--- src/design/sdspi_pkg.sv ---
package sdspi_pkg;

    typedef enum logic [2:0] {
        PH_IDLE     = 3'd0,
        PH_DESELECT = 3'd1,
        PH_DUMMY    = 3'd2,
        PH_READY    = 3'd3,
        PH_FRAME    = 3'd4,
        PH_STUFF    = 3'd5,
        PH_RESP     = 3'd6,
        PH_TMO      = 3'd7
    } phase_t;

    localparam logic REG_READY_POLL_LIMIT    = 1'b0;
    localparam logic REG_RESPONSE_POLL_LIMIT = 1'b1;

    localparam logic REQ_START = 1'b0;
    localparam logic REQ_BYTE  = 1'b1;

    localparam logic [1:0] ST_RESPONSE       = 2'd0;
    localparam logic [1:0] ST_READY_TIMEOUT  = 2'd1;
    localparam logic [1:0] ST_RESP_TIMEOUT   = 2'd2;
    localparam logic [1:0] ST_PREFIX_FAILED  = 2'd3;

    localparam logic [7:0] POLL_LIMIT_RESET = 8'd50;
    localparam logic [7:0] FILL_BYTE        = 8'hFF;
    localparam logic [7:0] CRC_CMD0         = 8'h95;
    localparam logic [7:0] CRC_CMD8         = 8'h87;
    localparam logic [7:0] CRC_OTHER        = 8'h01;
    localparam logic [1:0] CMD_START_BITS   = 2'b01;

    localparam logic [5:0] CMD_GO_IDLE      = 6'd0;
    localparam logic [5:0] CMD_SEND_IF_COND = 6'd8;
    localparam logic [5:0] CMD_STOP         = 6'd12;
    localparam logic [5:0] CMD_APP          = 6'd55;

    localparam logic [2:0] FRAME_LAST = 3'd5;

    typedef struct packed {
        logic        req_type;
        logic [7:0]  command_code;
        logic [31:0] argument;
        logic [7:0]  rx_byte;
    } req_item_t;

    typedef struct packed {
        logic       tx_valid;
        logic [7:0] tx_byte;
        logic       select_active;
        logic       done_res;
        logic [7:0] response;
        logic [1:0] status;
    } res_item_t;

    function automatic logic [7:0] frame_byte(
        input logic [2:0]  k,
        input logic [5:0]  idx,
        input logic [31:0] arg
    );
        logic [7:0] b;
        case (k)
            3'd0: b = {CMD_START_BITS, idx};
            3'd1: b = arg[31:24];
            3'd2: b = arg[23:16];
            3'd3: b = arg[15:8];
            3'd4: b = arg[7:0];
            default:
            begin
                if (idx == CMD_GO_IDLE)
                    b = CRC_CMD0;
                else if (idx == CMD_SEND_IF_COND)
                    b = CRC_CMD8;
                else
                    b = CRC_OTHER;
            end
        endcase
        return b;
    endfunction

endpackage

--- src/design/sdspi_req_if.sv ---
interface sdspi_req_if;
    logic        valid;
    logic        ready;
    logic        req_type;
    logic [7:0]  command_code;
    logic [31:0] argument;
    logic [7:0]  rx_byte;

    modport source (output valid, req_type, command_code, argument, rx_byte, input ready);
    modport sink   (input valid, req_type, command_code, argument, rx_byte, output ready);
endinterface

--- src/design/sdspi_res_if.sv ---
interface sdspi_res_if;
    logic       valid;
    logic       ready;
    logic       tx_valid;
    logic [7:0] tx_byte;
    logic       select_active;
    logic       done_res;
    logic [7:0] response;
    logic [1:0] status;

    modport source (output valid, tx_valid, tx_byte, select_active, done_res, response,
                    status, input ready);
    modport sink   (input valid, tx_valid, tx_byte, select_active, done_res, response,
                    status, output ready);
endinterface

--- src/design/sdspi_in_stage.sv ---
module sdspi_in_stage (
    input  logic                   clk,
    input  logic                   rst_n,
    sdspi_req_if.sink              req,
    input  logic                   take,
    output logic                   item_valid,
    output sdspi_pkg::req_item_t   item
);

    logic                 valid_reg;
    sdspi_pkg::req_item_t item_reg;

    assign req.ready  = !valid_reg || take;
    assign item_valid = valid_reg;
    assign item       = item_reg;

    always_ff @(posedge clk or negedge rst_n)
    begin
        if (!rst_n)
        begin
            valid_reg <= 1'b0;
        end
        else if (req.valid && req.ready)
        begin
            valid_reg <= 1'b1;
        end
        else if (take)
        begin
            valid_reg <= 1'b0;
        end
    end

    always_ff @(posedge clk)
    begin
        if (req.valid && req.ready)
        begin
            item_reg <= '{req_type: req.req_type, command_code: req.command_code,
                          argument: req.argument, rx_byte: req.rx_byte};
        end
    end

endmodule

--- src/design/sdspi_seq.sv ---
module sdspi_seq (
    input  logic                   clk,
    input  logic                   rst_n,
    input  logic                   cfg_we,
    input  logic                   cfg_index,
    input  logic [7:0]             cfg_data,
    input  logic                   fire,
    input  sdspi_pkg::req_item_t   item,
    output sdspi_pkg::res_item_t   result
);

    logic [7:0]        ready_limit_reg;
    logic [7:0]        resp_limit_reg;

    sdspi_pkg::phase_t phase_reg, phase_next;
    logic [7:0]        poll_counter_reg, poll_counter_next;
    logic [2:0]        byte_index_reg, byte_index_next;
    logic [7:0]        saved_command_reg, saved_command_next;
    logic [31:0]       saved_argument_reg, saved_argument_next;
    logic              prefix_pending_reg, prefix_pending_next;

    logic [5:0]        cur_idx;
    logic [31:0]       cur_arg;
    logic [7:0]        poll_dec;
    logic [5:0]        start_idx;

    always_ff @(posedge clk or negedge rst_n)
    begin
        if (!rst_n)
        begin
            ready_limit_reg <= sdspi_pkg::POLL_LIMIT_RESET;
            resp_limit_reg  <= sdspi_pkg::POLL_LIMIT_RESET;
        end
        else if (cfg_we)
        begin
            case (cfg_index)
                sdspi_pkg::REG_READY_POLL_LIMIT:    ready_limit_reg <= cfg_data;
                sdspi_pkg::REG_RESPONSE_POLL_LIMIT: resp_limit_reg  <= cfg_data;
                default:                            ;
            endcase
        end
    end

    always_ff @(posedge clk or negedge rst_n)
    begin
        if (!rst_n)
        begin
            phase_reg          <= sdspi_pkg::PH_IDLE;
            poll_counter_reg   <= '0;
            byte_index_reg     <= '0;
            saved_command_reg  <= '0;
            saved_argument_reg <= '0;
            prefix_pending_reg <= 1'b0;
        end
        else
        begin
            phase_reg          <= phase_next;
            poll_counter_reg   <= poll_counter_next;
            byte_index_reg     <= byte_index_next;
            saved_command_reg  <= saved_command_next;
            saved_argument_reg <= saved_argument_next;
            prefix_pending_reg <= prefix_pending_next;
        end
    end

    assign cur_idx  = prefix_pending_reg ? sdspi_pkg::CMD_APP : saved_command_reg[5:0];
    assign cur_arg  = prefix_pending_reg ? 32'd0 : saved_argument_reg;
    assign poll_dec = poll_counter_reg - 8'd1;
    assign start_idx = item.command_code[7] ? sdspi_pkg::CMD_APP : item.command_code[5:0];

    always_comb
    begin
        phase_next          = phase_reg;
        poll_counter_next   = poll_counter_reg;
        byte_index_next     = byte_index_reg;
        saved_command_next  = saved_command_reg;
        saved_argument_next = saved_argument_reg;
        prefix_pending_next = prefix_pending_reg;
        result              = '0;

        if (fire)
        begin
            if (item.req_type == sdspi_pkg::REQ_START)
            begin
                saved_command_next  = item.command_code;
                saved_argument_next = item.argument;
                prefix_pending_next = item.command_code[7];
                result.tx_valid     = 1'b1;
                if (start_idx == sdspi_pkg::CMD_STOP)
                begin
                    phase_next           = sdspi_pkg::PH_FRAME;
                    byte_index_next      = 3'd0;
                    result.tx_byte       = sdspi_pkg::frame_byte(3'd0, start_idx,
                                                                 item.argument);
                    result.select_active = 1'b1;
                end
                else
                begin
                    phase_next     = sdspi_pkg::PH_DESELECT;
                    result.tx_byte = sdspi_pkg::FILL_BYTE;
                end
            end
            else
            begin
                case (phase_reg)
                    sdspi_pkg::PH_DESELECT:
                    begin
                        phase_next           = sdspi_pkg::PH_DUMMY;
                        result.tx_valid      = 1'b1;
                        result.tx_byte       = sdspi_pkg::FILL_BYTE;
                        result.select_active = 1'b1;
                    end
                    sdspi_pkg::PH_DUMMY:
                    begin
                        phase_next           = sdspi_pkg::PH_READY;
                        poll_counter_next    = ready_limit_reg;
                        result.tx_valid      = 1'b1;
                        result.tx_byte       = sdspi_pkg::FILL_BYTE;
                        result.select_active = 1'b1;
                    end
                    sdspi_pkg::PH_READY:
                    begin
                        result.tx_valid = 1'b1;
                        if (item.rx_byte == sdspi_pkg::FILL_BYTE)
                        begin
                            phase_next           = sdspi_pkg::PH_FRAME;
                            byte_index_next      = 3'd0;
                            result.tx_byte       = sdspi_pkg::frame_byte(3'd0, cur_idx, cur_arg);
                            result.select_active = 1'b1;
                        end
                        else
                        begin
                            poll_counter_next = poll_dec;
                            result.tx_byte    = sdspi_pkg::FILL_BYTE;
                            if (poll_dec == 8'd0)
                                phase_next = sdspi_pkg::PH_TMO;
                            else
                                result.select_active = 1'b1;
                        end
                    end
                    sdspi_pkg::PH_FRAME:
                    begin
                        result.tx_valid      = 1'b1;
                        result.select_active = 1'b1;
                        if (byte_index_reg < sdspi_pkg::FRAME_LAST)
                        begin
                            byte_index_next = byte_index_reg + 3'd1;
                            result.tx_byte  = sdspi_pkg::frame_byte(byte_index_reg + 3'd1,
                                                                    cur_idx, cur_arg);
                        end
                        else
                        begin
                            result.tx_byte = sdspi_pkg::FILL_BYTE;
                            if (cur_idx == sdspi_pkg::CMD_STOP)
                            begin
                                phase_next = sdspi_pkg::PH_STUFF;
                            end
                            else
                            begin
                                phase_next        = sdspi_pkg::PH_RESP;
                                poll_counter_next = resp_limit_reg;
                            end
                        end
                    end
                    sdspi_pkg::PH_STUFF:
                    begin
                        phase_next           = sdspi_pkg::PH_RESP;
                        poll_counter_next    = resp_limit_reg;
                        result.tx_valid      = 1'b1;
                        result.tx_byte       = sdspi_pkg::FILL_BYTE;
                        result.select_active = 1'b1;
                    end
                    sdspi_pkg::PH_RESP:
                    begin
                        if (item.rx_byte[7])
                            poll_counter_next = poll_dec;
                        if (item.rx_byte[7] && poll_dec != 8'd0)
                        begin
                            result.tx_valid      = 1'b1;
                            result.tx_byte       = sdspi_pkg::FILL_BYTE;
                            result.select_active = 1'b1;
                        end
                        else if (prefix_pending_reg && item.rx_byte <= 8'd1)
                        begin
                            prefix_pending_next = 1'b0;
                            result.tx_valid     = 1'b1;
                            if (saved_command_reg[5:0] == sdspi_pkg::CMD_STOP)
                            begin
                                phase_next           = sdspi_pkg::PH_FRAME;
                                byte_index_next      = 3'd0;
                                result.tx_byte       = sdspi_pkg::frame_byte(3'd0,
                                                           saved_command_reg[5:0],
                                                           saved_argument_reg);
                                result.select_active = 1'b1;
                            end
                            else
                            begin
                                phase_next     = sdspi_pkg::PH_DESELECT;
                                result.tx_byte = sdspi_pkg::FILL_BYTE;
                            end
                        end
                        else
                        begin
                            phase_next          = sdspi_pkg::PH_IDLE;
                            prefix_pending_next = 1'b0;
                            byte_index_next     = 3'd0;
                            result.done_res     = 1'b1;
                            result.response     = item.rx_byte;
                            if (prefix_pending_reg)
                                result.status = sdspi_pkg::ST_PREFIX_FAILED;
                            else if (item.rx_byte[7])
                                result.status = sdspi_pkg::ST_RESP_TIMEOUT;
                            else
                                result.status = sdspi_pkg::ST_RESPONSE;
                        end
                    end
                    sdspi_pkg::PH_TMO:
                    begin
                        phase_next          = sdspi_pkg::PH_IDLE;
                        prefix_pending_next = 1'b0;
                        byte_index_next     = 3'd0;
                        result.done_res     = 1'b1;
                        result.response     = sdspi_pkg::FILL_BYTE;
                        result.status       = prefix_pending_reg ? sdspi_pkg::ST_PREFIX_FAILED
                                                                 : sdspi_pkg::ST_READY_TIMEOUT;
                    end
                    default:
                    begin
                        phase_next = sdspi_pkg::PH_IDLE;
                    end
                endcase
            end
        end
    end

`ifndef SYNTHESIS
    a_done_goes_idle: assert property (@(posedge clk) disable iff (!rst_n)
        fire && result.done_res |=> phase_reg == sdspi_pkg::PH_IDLE)
        else $error("finished request did not return to idle");

    a_byte_index_range: assert property (@(posedge clk) disable iff (!rst_n)
        byte_index_reg <= sdspi_pkg::FRAME_LAST)
        else $error("frame byte index out of range");

    a_prefix_not_idle: assert property (@(posedge clk) disable iff (!rst_n)
        prefix_pending_reg |-> phase_reg != sdspi_pkg::PH_IDLE)
        else $error("prefix pending while idle");

    a_exchange_or_done: assert property (@(posedge clk) disable iff (!rst_n)
        fire && result.tx_valid |-> !result.done_res && result.status == sdspi_pkg::ST_RESPONSE)
        else $error("exchange result carries completion fields");
`endif

endmodule

--- src/design/sdspi_out_stage.sv ---
module sdspi_out_stage (
    input  logic                   clk,
    input  logic                   rst_n,
    input  logic                   load,
    input  sdspi_pkg::res_item_t   result,
    output logic                   free,
    sdspi_res_if.source            res
);

    logic                 valid_reg;
    sdspi_pkg::res_item_t data_reg;

    assign free              = !valid_reg || res.ready;
    assign res.valid         = valid_reg;
    assign res.tx_valid      = data_reg.tx_valid;
    assign res.tx_byte       = data_reg.tx_byte;
    assign res.select_active = data_reg.select_active;
    assign res.done_res      = data_reg.done_res;
    assign res.response      = data_reg.response;
    assign res.status        = data_reg.status;

    always_ff @(posedge clk or negedge rst_n)
    begin
        if (!rst_n)
        begin
            valid_reg <= 1'b0;
        end
        else if (load)
        begin
            valid_reg <= 1'b1;
        end
        else if (res.ready)
        begin
            valid_reg <= 1'b0;
        end
    end

    always_ff @(posedge clk)
    begin
        if (load)
        begin
            data_reg <= result;
        end
    end

endmodule

--- src/design/sd_spi_command_engine_core.sv ---
// Path: an accepted request waits in the request register, then its result is loaded
// into the result register once that stage is free. Throughput: one request per cycle
// while res.ready holds; the sequencer decides each exchange byte combinationally.
// Reset: both request and result stages empty, sequencer idle, both poll limits 50.
module sd_spi_command_engine_core (
    input  logic        clk,
    input  logic        rst_n,
    input  logic        cfg_we,
    input  logic        cfg_index,
    input  logic [7:0]  cfg_data,
    sdspi_req_if.sink   req,
    sdspi_res_if.source res
);

    logic                 item_valid;
    sdspi_pkg::req_item_t item;
    sdspi_pkg::res_item_t result;
    logic                 free;
    logic                 fire;

    assign fire = item_valid && free;

    sdspi_in_stage u_in (
        .clk        (clk),
        .rst_n      (rst_n),
        .req        (req),
        .take       (fire),
        .item_valid (item_valid),
        .item       (item)
    );

    sdspi_seq u_seq (
        .clk       (clk),
        .rst_n     (rst_n),
        .cfg_we    (cfg_we),
        .cfg_index (cfg_index),
        .cfg_data  (cfg_data),
        .fire      (fire),
        .item      (item),
        .result    (result)
    );

    sdspi_out_stage u_out (
        .clk    (clk),
        .rst_n  (rst_n),
        .load   (fire),
        .result (result),
        .free   (free),
        .res    (res)
    );

endmodule
--- src/flat_wrapper.sv ---
// flat-port wrapper written by rule: the top's interface ports become plain ports
module sd_spi_command_engine_core_flat 
  (clk, rst_n, cfg_we, cfg_index, cfg_data, req_valid, req_req_type, req_command_code, req_argument, req_rx_byte, req_ready, res_valid, res_tx_valid, res_tx_byte, res_select_active, res_done_res, res_response, res_status, res_ready);
  sdspi_req_if req_i ();
  sdspi_res_if res_i ();
  input  logic clk;
  input  logic rst_n;
  input  logic cfg_we;
  input  logic cfg_index;
  input  logic [7:0] cfg_data;
  input wire logic [$bits(req_i.valid)-1:0] req_valid;
  input wire logic [$bits(req_i.req_type)-1:0] req_req_type;
  input wire logic [$bits(req_i.command_code)-1:0] req_command_code;
  input wire logic [$bits(req_i.argument)-1:0] req_argument;
  input wire logic [$bits(req_i.rx_byte)-1:0] req_rx_byte;
  output wire logic [$bits(req_i.ready)-1:0] req_ready;
  output wire logic [$bits(res_i.valid)-1:0] res_valid;
  output wire logic [$bits(res_i.tx_valid)-1:0] res_tx_valid;
  output wire logic [$bits(res_i.tx_byte)-1:0] res_tx_byte;
  output wire logic [$bits(res_i.select_active)-1:0] res_select_active;
  output wire logic [$bits(res_i.done_res)-1:0] res_done_res;
  output wire logic [$bits(res_i.response)-1:0] res_response;
  output wire logic [$bits(res_i.status)-1:0] res_status;
  input wire logic [$bits(res_i.ready)-1:0] res_ready;
  assign req_i.valid = req_valid;
  assign req_i.req_type = req_req_type;
  assign req_i.command_code = req_command_code;
  assign req_i.argument = req_argument;
  assign req_i.rx_byte = req_rx_byte;
  assign req_ready = req_i.ready;
  assign res_valid = res_i.valid;
  assign res_tx_valid = res_i.tx_valid;
  assign res_tx_byte = res_i.tx_byte;
  assign res_select_active = res_i.select_active;
  assign res_done_res = res_i.done_res;
  assign res_response = res_i.response;
  assign res_status = res_i.status;
  assign res_i.ready = res_ready;
  sd_spi_command_engine_core u_core (.clk(clk), .rst_n(rst_n), .cfg_we(cfg_we), .cfg_index(cfg_index), .cfg_data(cfg_data), .req(req_i), .res(res_i));
endmodule
--- config.mk ---
export PLATFORM = sky130hd
export DESIGN_NAME = sd_spi_command_engine_core_flat
export DESIGN_NICKNAME = d
export VERILOG_FILES = /design/src/design/sdspi_pkg.sv /design/src/design/sdspi_req_if.sv /design/src/design/sdspi_res_if.sv /design/src/design/sdspi_in_stage.sv /design/src/design/sdspi_seq.sv /design/src/design/sdspi_out_stage.sv /design/src/design/sd_spi_command_engine_core.sv /design/src/flat_wrapper.sv
export SDC_FILE = /design/constraint.sdc
export NUM_CORES = 1
export LEC_CHECK = 0
export BUFFER_PORTS_ARGS = -buffer_cell sky130_fd_sc_hd__buf_4
export CAP_MARGIN = 40
export CORE_MARGIN = 3
export CORE_UTILIZATION = 45
export CTS_BUF_LIST = sky130_fd_sc_hd__clkbuf_8
export DETAILED_ROUTE_END_ITERATION = 8
export GPL_TIMING_DRIVEN = 0
export PLACE_DENSITY = 0.73
export SLEW_MARGIN = 20
export SYNTH_ARGS = -nofsm -noshare
export SYNTH_HDL_FRONTEND = slang
export SYNTH_HIERARCHICAL = 1
export SYNTH_SLANG_ARGS = --single-unit
--- constraint.sdc ---
create_clock -name clk -period 2.75 [get_ports clk]
set_clock_uncertainty 0.2 [all_clocks]
set_input_delay 0.1375 -clock clk [delete_from_list [all_inputs] [get_ports clk]]
set_output_delay 0.1375 -clock clk [all_outputs]
set_load 0.02 [all_outputs]
---- Word level (Yosys, flattened, before mapping) ----
Index checks and enable logic that the tools add are counted.
word-level totals
  register bits after elaboration ......... 141
  input bits .............................. 63
  word-level logic and storage cells ...... 131
cells by class
  muxes and demuxes ....................... 53
  bitwise logic cells ..................... 2
  equality and inequality tests ........... 28
  add/subtract/negate cells ............... 2
  reductions and logical operators ........ 24
  $lt $le $gt $ge ......................... 2
operator list
  kind                  number
  $pmux W8 S5           2
  $mux W8               9
  $mux W3               15
  $pmux W10 S4          1
  $mux W32              1
  $eq A6 B4 Y1 const B  4
  $mux W11              2
  $pmux W11 S2          1
  $mux W10              2
  $mux W9               2
  $pmux W3 S6           1
  $eq A3 B3 Y1 const B  5
  $ne A3 B3 Y1 const B  5
  $reduce_and A7 Y1     2
  $eq A3 B2 Y1 const B  4
  $mux W6               2
  $pmux W3 S4           1
  $mux W1               9
  $eq A8 B8 Y1 const B  1
  $le A8 B1 Y1 const B  1
  $logic_not A8 Y1      1
  $mux W2               4
  $ne A4 B4 Y1 const B  2
  $reduce_bool A8 Y1    1
  20 further kinds      33

---- Logic depth before layout (Yosys ltp) ----
  word-level depth ........................ 8
  depth in mapped cells ................... 9
  mapped depth without buffers ............ 8

---- Hierarchy ----
The synthesis kept the hierarchy.
modules (own cells, without submodules)
  module                      area each (µm²)  cells each  times used
  sdspi_seq                   4,175.3          415         1
  sdspi_in_stage              1,525.2          53          1
  sdspi_out_stage             678.2            24          1
  sd_spi_command_engine_core  6.3              1           1

---- Worst setup path before layout ----
OpenSTA, ideal clock, no wires.
  path type ............................... reg-to-reg
  start ................................... register u_core.u_out.valid_reg (netlist: u_core/u_out/res.valid)
  end ..................................... register u_core.u_seq.poll_counter_reg[2]
  setup slack ............................. 88 ps
  cell stages (with the launch flop) ...... 9
  arrival time ............................ 2,327 ps
  buffers on the path ..................... 1
  data required time ...................... 2,415 ps
  library setup time ...................... 135 ps
  path through ............................ dfrtp_1 nand2b_4 and2_1 nand2_1 a221oi_1 o21ai_1 clkbuf_1 nand2_1 o21ai_0
between the ends
  longest elaborated chain between the ends .. 4
RTL lines
  item                                line                              text
  from (decl)                         sdspi_out_stage.sv:10             logic valid_reg;
  from (signal assigned)              sdspi_out_stage.sv:26             valid_reg <= 1'b0;
  from (signal assigned)              sdspi_out_stage.sv:30             valid_reg <= 1'b1;
  from (signal assigned)              sdspi_out_stage.sv:34             valid_reg <= 1'b0;
  $logic_not A1 Y1                    sdspi_out_stage.sv:13             assign free = !valid_reg || res.ready;
  $logic_or A1 B1 Y1                  sdspi_out_stage.sv:13
  named net u_core.free               sd_spi_command_engine_core.sv:18  logic free;
  $logic_and A1 B1 Y1                 sd_spi_command_engine_core.sv:21  assign fire = item_valid && free;
  named net u_core.fire               sd_spi_command_engine_core.sv:19  logic fire;
  $reduce_and A7 Y1 (no source line)  -
  to (signal assigned)                sdspi_seq.sv:58                   poll_counter_reg <= poll_counter_next;
  to (decl)                           sdspi_seq.sv:16                   logic [7:0] poll_counter_reg, poll_counter_next;
The timed path passes the listed nets, and every way through them passes these cells.
A chain may end at the register's enable or synchronous reset.

---- Final worst setup path ----
  start ................................... register u_core.u_seq.poll_counter_reg[1]
  end ..................................... register u_core.u_seq.phase_reg[1]
between the ends
  longest elaborated chain between the ends .. 5
  elaborated cells between the ends (all ways) .. 7
  those cells by class .................... 1 x add/sub; 2 x eq/ne; 4 x reduce/logical
RTL lines
  item                                    line              text
  $sub A8 B1 Y8 (*)                       sdspi_seq.sv:68   assign poll_dec = poll_counter_reg - 8'd1;
  $reduce_bool A8 Y1                      sdspi_seq.sv:177  if (item.rx_byte[7] && poll_dec != 8'd0)
  $logic_and A1 B1 Y1                     sdspi_seq.sv:177
  $ne A3 B3 Y1 (no source line)           -
  $reduce_and A4 Y1 (no source line) (*)  -
  to (signal assigned)                    sdspi_seq.sv:48   phase_reg <= sdspi_pkg::PH_IDLE;
  to (signal assigned)                    sdspi_seq.sv:57   phase_reg <= phase_next;
  to (decl)                               sdspi_seq.sv:15   sdspi_pkg::phase_t phase_reg, phase_next;
Mark *: on every way between the ends. The rest lies on a longest branch, timed or not.

==> results.json <==
{
  "worstPathRequired_ns": 2.88,
  "maxCapViolations": 0,
  "tightestPinTransition_ns": 0.790,
  "start_kind": "flop",
  "grt_remaining_overflow": 0,
  "p_per_area_nw_per_um2": 834,
  "insertion_delay_ns": 0.45,
  "dieArea_um2": 15600,
  "rsz0062_at_grt": "no",
  "drive_above_1_share": 0.330,
  "avgSynthCellArea_um2": 12.9,
  "critical_path_peak_fanout": 8,
  "totalWireLength_mm": 15.0,
  "num_rows": 42,
  "cts_buffer_depth": 2,
  "htreeDepth": 4,
  "cp-end-kind": "flop",
  "synthCells": 492,
  "drt_first_pass_iters": 5,
  "netlist_area_um2": 6350,
  "clock_sinks": 140,
  "synth_nets": 562,
  "reg2reg_from": "u_core/u_seq/poll_counter_reg[1]",
  "total_power_mw": 6.88,
  "antenna_found_initial": 0,
  "fin_area_um2": 8250,
  "grt_max_degree": 49,
  "fin_hold_ws_ns": 0.136,
  "drc": 0,
  "final_cells": 848,
  "portBuffers": 84,
  "grt_pass1_vias": 4780,
  "slew_viol_final": 0,
  "fin_ws_ns": 0.139,
  "routabilityCongestion": 0.889,
  "grt_first_pass_wirelength_mm": 24.3,
  "regArea_um2": 3860,
  "worst_hold_path_type": "primary input to flop",
  "nFillCells": 1051,
  "leakage_nw": 3.30,
  "final_hold_viol_count": 0,
  "multi_input_area_um2": 2380,
  "setup.worst_path.end": "u_core/u_seq/phase_reg[1]",
  "fin_setup_tns_ns": 0,
  "r2r_cells": 8,
  "viasPerCell": 5.46,
  "cts_made_buffers": 17,
  "cts_root_buffer": "clkbuf_8",
  "die_w_um": 125,
  "nNetsFinal": 729,
  "dp_cells": 754,
  "die_y_um": 125,
  "r2r_setup_slack_ns": 0.14,
  "fin_crit_sh": 0.949,
  "post-route-util": 0.611,
  "drt_iter0_drc": 399,
  "cts_tree": "built",
  "worstSetupPathType": "flop to flop",
  "grt_usage": 0.196,
  "place_area_um2": 7230,
  "num_vias": 4628,
  "dp_slack_ns": -0.242,
  "clk_pin_slew_ns": 0.08,
  "status": "complete, no violations",
  "ys_warn_count": 6,
  "dp_hpwl_mm": 9.96,
  "diodes": 0,
  "r2r-end": "u_core/u_seq/phase_reg[1]",
  "ioPinCount": 86,
  "finalSetupViolations": 0,
  "largest_reg_flops": 48,
  "irDropWorstVdd_uv": 496,
  "routedWlPerCell_um": 17.7,
  "arrival_ns": 2.74,
  "fmax_ghz": 0.383,
  "slew_headroom": 0.469,
  "initial_utilization": 0.471,
  "min_period_ns": 2.61,
  "ant_nets": 0,
  "core_area_um2": 13500,
  "area.growth.synth_to_final_pct": 29.8,
  "cp-startpoint": "u_core/u_seq/poll_counter_reg[1]"
}
where the power goes:
group	internal, mW	switching (mW)
clock	0.617	0.789
combinational	1.07	1.40
sequential	2.69	0.321
worst max-delay path: stages, from the launching register on:
cell	delay, ns
dfrtp_1	0.46
inv_1	0.11
ha_1	0.31
o21bai_1	0.21
a211o_1	0.30
o211ai_2	0.15
nand2_2	0.15
a31oi_4	0.25
mux2_2	0.36
cell usage in the layout, fill, tap and decap left out, types with 4 or more instances in the layout:
master / instances
a211oi_1: 4
nand2b_1: 5
clkinvlp_4: 5
nand4_1: 5
nor2_1: 28
edfxtp_1: 69
clkbuf_8: 17
o22ai_1: 4
buf_2: 4
a221oi_1: 6
mux2_2: 56
a21oi_1: 25
clkinv_4: 4
nand2_1: 26
dfrtp_1: 62
a21o_1: 7
ha_1: 4
o21ai_0: 33
buf_4: 91
nor2b_1: 5
a222oi_1: 7
nand3_1: 11
a31oi_1: 8
dlygate4sd3_1: 60
inv_1: 12
clkbuf_1: 14
nor3_1: 12
dfstp_2: 6
worst min path at each step:
| stage | start | end | slack (ns) | cells past startpoint |
|---|---|---|---|---|
| floorplan | rst_n | u_core/u_in/item_valid | -0.36 | 0 |
| global placement | rst_n | u_core/u_seq/prefix_pending_reg | 0.12 | 1 |
| detailed placement | rst_n | u_core/u_seq/prefix_pending_reg | -0.1 | 1 |
| CTS | cfg_we | u_core/u_seq/resp_limit_reg[2] | 0.14 | 3 |
| global route | cfg_we | u_core/u_seq/resp_limit_reg[5] | 0.15 | 3 |
| finish | cfg_we | u_core/u_seq/resp_limit_reg[2] | 0.14 | 3 |
routing by layer:
metal  track usage  share of wire  vias to the layer above
met5             0              0                        -
met4        0.0702          0.015                        0
met3        0.0545          0.052                       20
met2         0.323           0.51                      136
met1         0.249           0.42                     2263
li1              -              -                     2209
final cells by class:
type,count,area share
inverters,10,0.00455
plain buffers,20,0.0114
flip-flops and latches,140,0.468
clock inverters,15,0.0127
multi-input cells,318,0.289
repair buffers,152,0.159
clock buffers,17,0.0284
well taps,176,0.0267
what timing repair did:
action                                 CTS  global route
setup endpoints to repair               23            26
gates cloned                             0             1
endpoints found under the hold margin  131             0
pin swaps                                4             4
hold buffers                            61             0
resized for setup                        4             7
setup buffers                            2             3
No activity file was read; power rests on OpenSTA's default activity.
